$ cat src/assert_macros.svh
// Assertion macros shared by the RTL files
`ifndef ASSERT_MACROS_SVH
`define ASSERT_MACROS_SVH

// Implication checked on every rising edge outside reset
`define ADP_ASSERT_IMP(name, clk, rst_n, ante, cons, msg) \
  name: assert property (@(posedge clk) disable iff (!rst_n) (ante) |-> (cons)) \
    else $error(msg);

// Plain condition checked on every rising edge outside reset
`define ADP_ASSERT_ALWAYS(name, clk, rst_n, cond, msg) \
  name: assert property (@(posedge clk) disable iff (!rst_n) (cond)) else $error(msg);

`endif

$ cat src/adp_pkg.sv
// ----------------------------------------------------------------------------
// adp_pkg
// Shared types and constants for the array duplicate detector.
// ----------------------------------------------------------------------------
`default_nettype none

package adp_pkg;

  localparam int unsigned DATA_W = 64;

  typedef struct packed {
    logic insert;
    logic clear;
  } store_req_t;

  typedef struct packed {
    logic hit;
    logic full;
  } store_stat_t;

endpackage

`default_nettype wire

$ cat src/adp_store.sv
// ----------------------------------------------------------------------------
// adp_store
// Bounded set of distinct values with parallel lookup, append and clear.
// ----------------------------------------------------------------------------
`default_nettype none
`include "assert_macros.svh"

module adp_store
  import adp_pkg::*;
#(
  parameter int unsigned MAX_DISTINCT = 32
) (
  input  wire logic              clk,
  input  wire logic              rst_n,
  input  wire logic [DATA_W-1:0] value,
  input  wire store_req_t        req,
  output store_stat_t            stat
);

  localparam int unsigned OCC_W = $clog2(MAX_DISTINCT + 1);
  localparam int unsigned IDX_W = $clog2(MAX_DISTINCT);

  logic [DATA_W-1:0]       seen_r [MAX_DISTINCT];
  logic [OCC_W-1:0]        occ_r;
  logic [OCC_W-1:0]        occ_nxt;
  logic [MAX_DISTINCT-1:0] hit_vec;

  for (genvar k = 0; k < MAX_DISTINCT; k++) begin : g_cmp
    assign hit_vec[k] = (occ_r > OCC_W'(k)) && (seen_r[k] == value);
  end

  always_comb begin
    stat.hit  = |hit_vec;
    stat.full = (occ_r == OCC_W'(MAX_DISTINCT));
    occ_nxt   = occ_r;
    if (req.clear) begin
      occ_nxt = '0;
    end else if (req.insert) begin
      occ_nxt = occ_r + OCC_W'(1);
    end
  end

  always_ff @(posedge clk) begin
    if (!rst_n) begin
      occ_r <= '0;
    end else begin
      occ_r <= occ_nxt;
    end
  end

  always_ff @(posedge clk) begin
    if (req.insert && !stat.full) begin
      seen_r[occ_r[IDX_W-1:0]] <= value;
    end
  end

  `ADP_ASSERT_ALWAYS(a_occ_bound, clk, rst_n, occ_r <= OCC_W'(MAX_DISTINCT),
    "occupancy beyond capacity")
  `ADP_ASSERT_ALWAYS(a_hit_unique, clk, rst_n, $onehot0(hit_vec),
    "value stored more than once")
  `ADP_ASSERT_IMP(a_no_insert_full, clk, rst_n, req.insert, !stat.full && !stat.hit,
    "insert into full store or of a stored value")

endmodule

`default_nettype wire

$ cat src/array_duplicate_detector_core.sv
// ----------------------------------------------------------------------------
// array_duplicate_detector_core
// Flags repeated values or repeated nulls within each array of a stream, and overflow.
// ----------------------------------------------------------------------------
//  channel  direction  handshake             payload
//  in_      input      in_valid / in_stall   element_value, element_is_null,
//                                            last_of_array, no_element
//  out_     output     out_valid / out_stall has_duplicate, capacity_overflow
//
//  One item per cycle while not stalled; input register, then result register.
//  Rate set by the combinational parallel compare against the value store.
//  Synchronous active-low reset clears occupancy, flags and valids.
//  A stalled result holds back only an item that closes an array.
// ----------------------------------------------------------------------------
`default_nettype none
`include "assert_macros.svh"

module array_duplicate_detector_core
  import adp_pkg::*;
#(
  parameter int unsigned MAX_DISTINCT = 32
) (
  input  wire logic                     clk,
  input  wire logic                     rst_n,
  input  wire logic                     in_valid,
  output logic                          in_stall,
  input  wire logic signed [DATA_W-1:0] in_element_value,
  input  wire logic                     in_element_is_null,
  input  wire logic                     in_last_of_array,
  input  wire logic                     in_no_element,
  output logic                          out_valid,
  input  wire logic                     out_stall,
  output logic                          out_has_duplicate,
  output logic                          out_capacity_overflow
);

  logic                     s1_valid_r;
  logic signed [DATA_W-1:0] s1_value_r;
  logic                     s1_null_r;
  logic                     s1_last_r;
  logic                     s1_none_r;

  logic null_seen_r, null_seen_nxt;
  logic dup_r, dup_nxt;
  logic ovf_r, ovf_nxt;

  logic out_valid_r;
  logic out_dup_r;
  logic out_ovf_r;

  logic        adv;
  logic        take;
  store_req_t  req;
  store_stat_t stat;

  adp_store #(
    .MAX_DISTINCT(MAX_DISTINCT)
  ) u_store (
    .clk  (clk),
    .rst_n(rst_n),
    .value(s1_value_r),
    .req  (req),
    .stat (stat)
  );

  always_comb begin
    adv           = s1_valid_r && (!s1_last_r || !out_valid_r || !out_stall);
    take          = adv && !s1_none_r && !dup_r;
    null_seen_nxt = null_seen_r;
    dup_nxt       = dup_r;
    ovf_nxt       = ovf_r;
    req.insert    = 1'b0;
    req.clear     = adv && s1_last_r;
    if (take) begin
      if (s1_null_r) begin
        if (null_seen_r) begin
          dup_nxt = 1'b1;
        end else begin
          null_seen_nxt = 1'b1;
        end
      end else if (stat.hit) begin
        dup_nxt = 1'b1;
      end else if (stat.full) begin
        ovf_nxt = 1'b1;
      end else begin
        req.insert = 1'b1;
      end
    end
  end

  assign in_stall              = s1_valid_r && !adv;
  assign out_valid             = out_valid_r;
  assign out_has_duplicate     = out_dup_r;
  assign out_capacity_overflow = out_ovf_r;

  // input register
  always_ff @(posedge clk) begin
    if (!rst_n) begin
      s1_valid_r <= 1'b0;
    end else if (!in_stall) begin
      s1_valid_r <= in_valid;
    end
  end

  always_ff @(posedge clk) begin
    if (in_valid && !in_stall) begin
      s1_value_r <= in_element_value;
      s1_null_r  <= in_element_is_null;
      s1_last_r  <= in_last_of_array;
      s1_none_r  <= in_no_element;
    end
  end

  // per-array flags
  always_ff @(posedge clk) begin
    if (!rst_n) begin
      null_seen_r <= 1'b0;
      dup_r       <= 1'b0;
      ovf_r       <= 1'b0;
    end else if (req.clear) begin
      null_seen_r <= 1'b0;
      dup_r       <= 1'b0;
      ovf_r       <= 1'b0;
    end else begin
      null_seen_r <= null_seen_nxt;
      dup_r       <= dup_nxt;
      ovf_r       <= ovf_nxt;
    end
  end

  // result register
  always_ff @(posedge clk) begin
    if (!rst_n) begin
      out_valid_r <= 1'b0;
    end else if (req.clear) begin
      out_valid_r <= 1'b1;
    end else if (!out_stall) begin
      out_valid_r <= 1'b0;
    end
  end

  always_ff @(posedge clk) begin
    if (req.clear) begin
      out_dup_r <= dup_nxt;
      out_ovf_r <= ovf_nxt;
    end
  end

  `ADP_ASSERT_IMP(a_result_from_close, clk, rst_n, $rose(out_valid_r),
    $past(req.clear), "result without closing item")
  `ADP_ASSERT_IMP(a_flags_cleared, clk, rst_n, $past(req.clear) && rst_n && $past(rst_n),
    !dup_r && !ovf_r && !null_seen_r, "flags not cleared after close")
  `ADP_ASSERT_IMP(a_dup_sticky, clk, rst_n, dup_r && !req.clear, dup_nxt,
    "duplicate flag dropped within array")

endmodule

`default_nettype wire
$ cat config.mk
export PLATFORM = sky130hd
export DESIGN_NAME = array_duplicate_detector_core
export DESIGN_NICKNAME = d
export VERILOG_FILES = /design/src/adp_pkg.sv /design/src/adp_store.sv /design/src/array_duplicate_detector_core.sv
export VERILOG_INCLUDE_DIRS = /design/src /design/src/src
export SDC_FILE = /design/constraint.sdc
export NUM_CORES = 2
export LEC_CHECK = 0
export BUFFER_PORTS_ARGS = -buffer_cell sky130_fd_sc_hd__buf_2
export CORE_MARGIN = 2
export CORE_UTILIZATION = 60
export DETAILED_ROUTE_END_ITERATION = 10
export PLACE_DENSITY = 0.76
export SETUP_SLACK_MARGIN = 0.4
export SLEW_MARGIN = 20
export SYNTH_ARGS = -nofsm -noshare
export SYNTH_HDL_FRONTEND = slang
export SYNTH_SLANG_ARGS = --single-unit
$ cat constraint.sdc
create_clock -name clk -period 7.05 [get_ports clk]
set_input_delay 0.705 -clock clk [delete_from_list [all_inputs] [get_ports clk]]
set_output_delay 0.705 -clock clk [all_outputs]
set_load 0.01 [all_outputs]
==> results.tsv <==
metric	value	unit
cts_resized	0	
p_sw_share	22.5	%
drc	0	
p_per_area	259	mW/mm^2
initial_core_util	60.3	%
grt_max_degree	66	
ys.flop_type	edfxtp_1	
holdWs	34.5	ps
final_antenna_net_count	0	
p_sw	5840	uW
drt_wl_total	246	mm
avgSynthCellArea	16.6	um^2
clk_latency	860	ps
tightest_slew	1230	ps
cts_buffers	198	
fin_crit	5960	ps
rows	141	
combPwrFrac	6.3	%
p_int	20100	uW
final.setup.tns	0	ps
worstSetupEndpointType	flip-flop	
leakagePower	0.0317	uW
async_reset_ff_share	0	%
dieWidth	389	um
cts_buffer_depth	3	
grt_pass1_vias	48384	
core	0.148	mm^2
hold_viol	0	
drv_slew	0	
cts_sinks	2128	
die_area	0.152	mm^2
netlist_area	0.0891	mm^2
gp_congestion	0.924	
synth_cell_types	75	
synth_area_leaders	edfxtp_1 71%, xnor2_1 11%, xor2_1 8.8%	
syn2layout_area_growth	12.2	%
grt.total_usage	32.6	%
seq_power_share	54.1	%
required	7570	ps
synthCells	5378	
crit_path_max_fanout	46	
wl_per_cell	31.6	um
synth_fp_nets	5454	
critPathLaunchType	flip-flop	
period_share	84.5	%
reg2reg_slack	1090	ps
num_vias	49714	
crit_arrival	6470	ps
synth_edf_count	2117	
path_buf_inv	4	
die_y	389	um
cap_violations	0	
critPathMostFrequentCell	buf_4	
clockRootBuffer	clkbuf_16	
synth-seq-cells	2128	
relSlewSlack	18.3	%
grt_pass1_wl	350	mm
rsz0062_at_grt	false	
clock_power_share	39.6	%
path_clk_slew	70	ps
drtIter0Drc	6968	
top_level_ports	75	
status	finished, final reports clean	
synth_sequential_area_ratio	71.6	%
synthDominantCellAreaShare	71.4	%
slowest_stage	and3_2	
port_buffers	74	
max_stage_delay	940	ps
htreeDepth	4	
yosys.area.top_type	edfxtp_1	
hp-class	input pin to flip-flop	
overflow	0	
antenna_found_initial	12	
via_per_inst	6.38	
yosys_warnings	0	
cp_top_family	simple AND/OR/NAND/NOR gates	
ir_drop	0.322	mV
crit_chain	buf_12, buf_4, xor2_1, nor4_1, nand3_1, nor4_2, nor4_1, nand3_1, nor4_4, buf_4, and3_2, buf_4	
setup_violations	0	
max_freq	168	MHz
tritoncts	built	
dp_hpwl	143	mm
drt_first_pass_iters	5	
drive_gt1_share	11.4	%
fin_nets	5767	
crit_type	flip-flop to flip-flop	
final.setup_skew	38.6	ps
[logic make-up after synthesis]
kind of cell / after synthesis / share of synthesized area [%]
compound gates: 129 / 1.16
simple gates: 810 / 5.61
fa+ha+maj: 5 / 0.0702
flops: 2128 / 71.6
buf+inv: 328 / 2.11
xor+xnor: 1972 / 19.4
mux: 6 / 0.0674
[layout make-up]
| cell class | instances | area, um^2 |
|---|---|---|
| clock inverter | 119 | 952 |
| antenna | 2 | 5.00 |
| inverter | 58 | 218 |
| fill | 9308 | 47700 |
| timing repair buffer | 383 | 3880 |
| tap | 1930 | 2410 |
| clock buffer | 245 | 5170 |
| sequential | 2128 | 63800 |
| multi-input combinational | 2922 | 23500 |
[synth_stat cells (all sizes together) (4+ instances only)]
master   count
edfxtp    2117
xnor2     1073
xor2       899
nand4      321
nor4       289
buf        253
inv         57
nor3        41
nand3       40
and3        34
o22ai       26
nand2       25
nor2        22
a22o        18
clkbuf      16
o2bb2ai     14
a2111oi     11
dfxtp       11
o21ai       10
a21oi        9
nand2b       8
mux2i        6
nor2b        6
or2b         6
a221o        5
ha           5
or4          5
a311oi       4
o2111ai      4
o221ai       4
[per-stage QoR]
| step | setup slack [ps] | instances | utilization, % | power, uW | instance area, um^2 |
|---|---|---|---|---|---|
| after global placement | 1240 | 7370 | 63.1 | 15800 | 93200 |
| after floorplan | 1110 | 5378 | - | 15100 | 89100 |
| after detailed placement | 1260 | 7373 | 63.2 | 15900 | 93300 |
| final | 1090 | 7787 | 67.7 | 25900 | 99900 |
| after CTS | 1220 | 7780 | 67.6 | 25900 | 99800 |
| after global routing | 963 | 7786 | 67.7 | 26500 | 99900 |
[power by group through the flow]
stage               Sequential [uW]  Combinational, uW  Clock, uW
CTS                           14000               1600      10300
detailed placement            14300               1570          0
floorplan                     14300                817          0
global route                  14000               1690      10800
finish                        14000               1630      10200
global placement              14300               1530          0
[cells in the final DEF (no fill, tap or decap), drive strengths merged, types with 11 or more instances in the layout]
| master | count |
|---|---|
| edfxtp | 2117 |
| xnor2 | 1073 |
| xor2 | 899 |
| buf | 340 |
| nand4 | 321 |
| nor4 | 289 |
| clkbuf | 245 |
| clkinv | 101 |
| inv | 64 |
| dlygate4sd3 | 43 |
| nor3 | 41 |
| nand3 | 40 |
| and3 | 34 |
| o22ai | 26 |
| nand2 | 25 |
| nor2 | 22 |
| a22o | 18 |
| o2bb2ai | 14 |
| dfxtp | 11 |
| a2111oi | 11 |
[state kept, by name (all words and copies together) (netlist names)]
| signal | count |
|---|---|
| out_capacity_overflow | 1 |
| dup_r | 1 |
| s1_valid_r | 1 |
| u_store.occ_r | 6 |
| null_seen_r | 1 |
| s1_value_r | 64 |
| s1_last_r | 1 |
| out_valid | 1 |
| out_has_duplicate | 1 |
| u_store.seen_r | 2048 |
| s1_null_r | 1 |
| s1_none_r | 1 |
| ovf_r | 1 |
[final timing paths]
check	to	startpoint	cells after the start
worst max-delay path	u_store.seen_r[26][13]	s1_value_r[28]	12
worst min-delay path	s1_value_r[27]	in_element_value[27]	1
worst max register to register	u_store.seen_r[26][13]	s1_value_r[28]	12
worst min register to register	null_seen_r	null_seen_r	2
[what timing repair did]
item,CTS,global route
hold buffers,43,0
setup buffers,0,0
endpoints found under the hold margin,43,0
[metal layers]
layer | global-route usage [%] | vias to the layer above | routed length, um
met4 | 14.0 | 6 | 10900
met1 | 45.4 | 25441 | 92200
met2 | 50.7 | 3222 | 114000
met5 | 0 | - | 34
li1 | - | 20502 | -
met3 | 6.45 | 543 | 29000
Note: power is estimated with default switching activity, not from simulation.
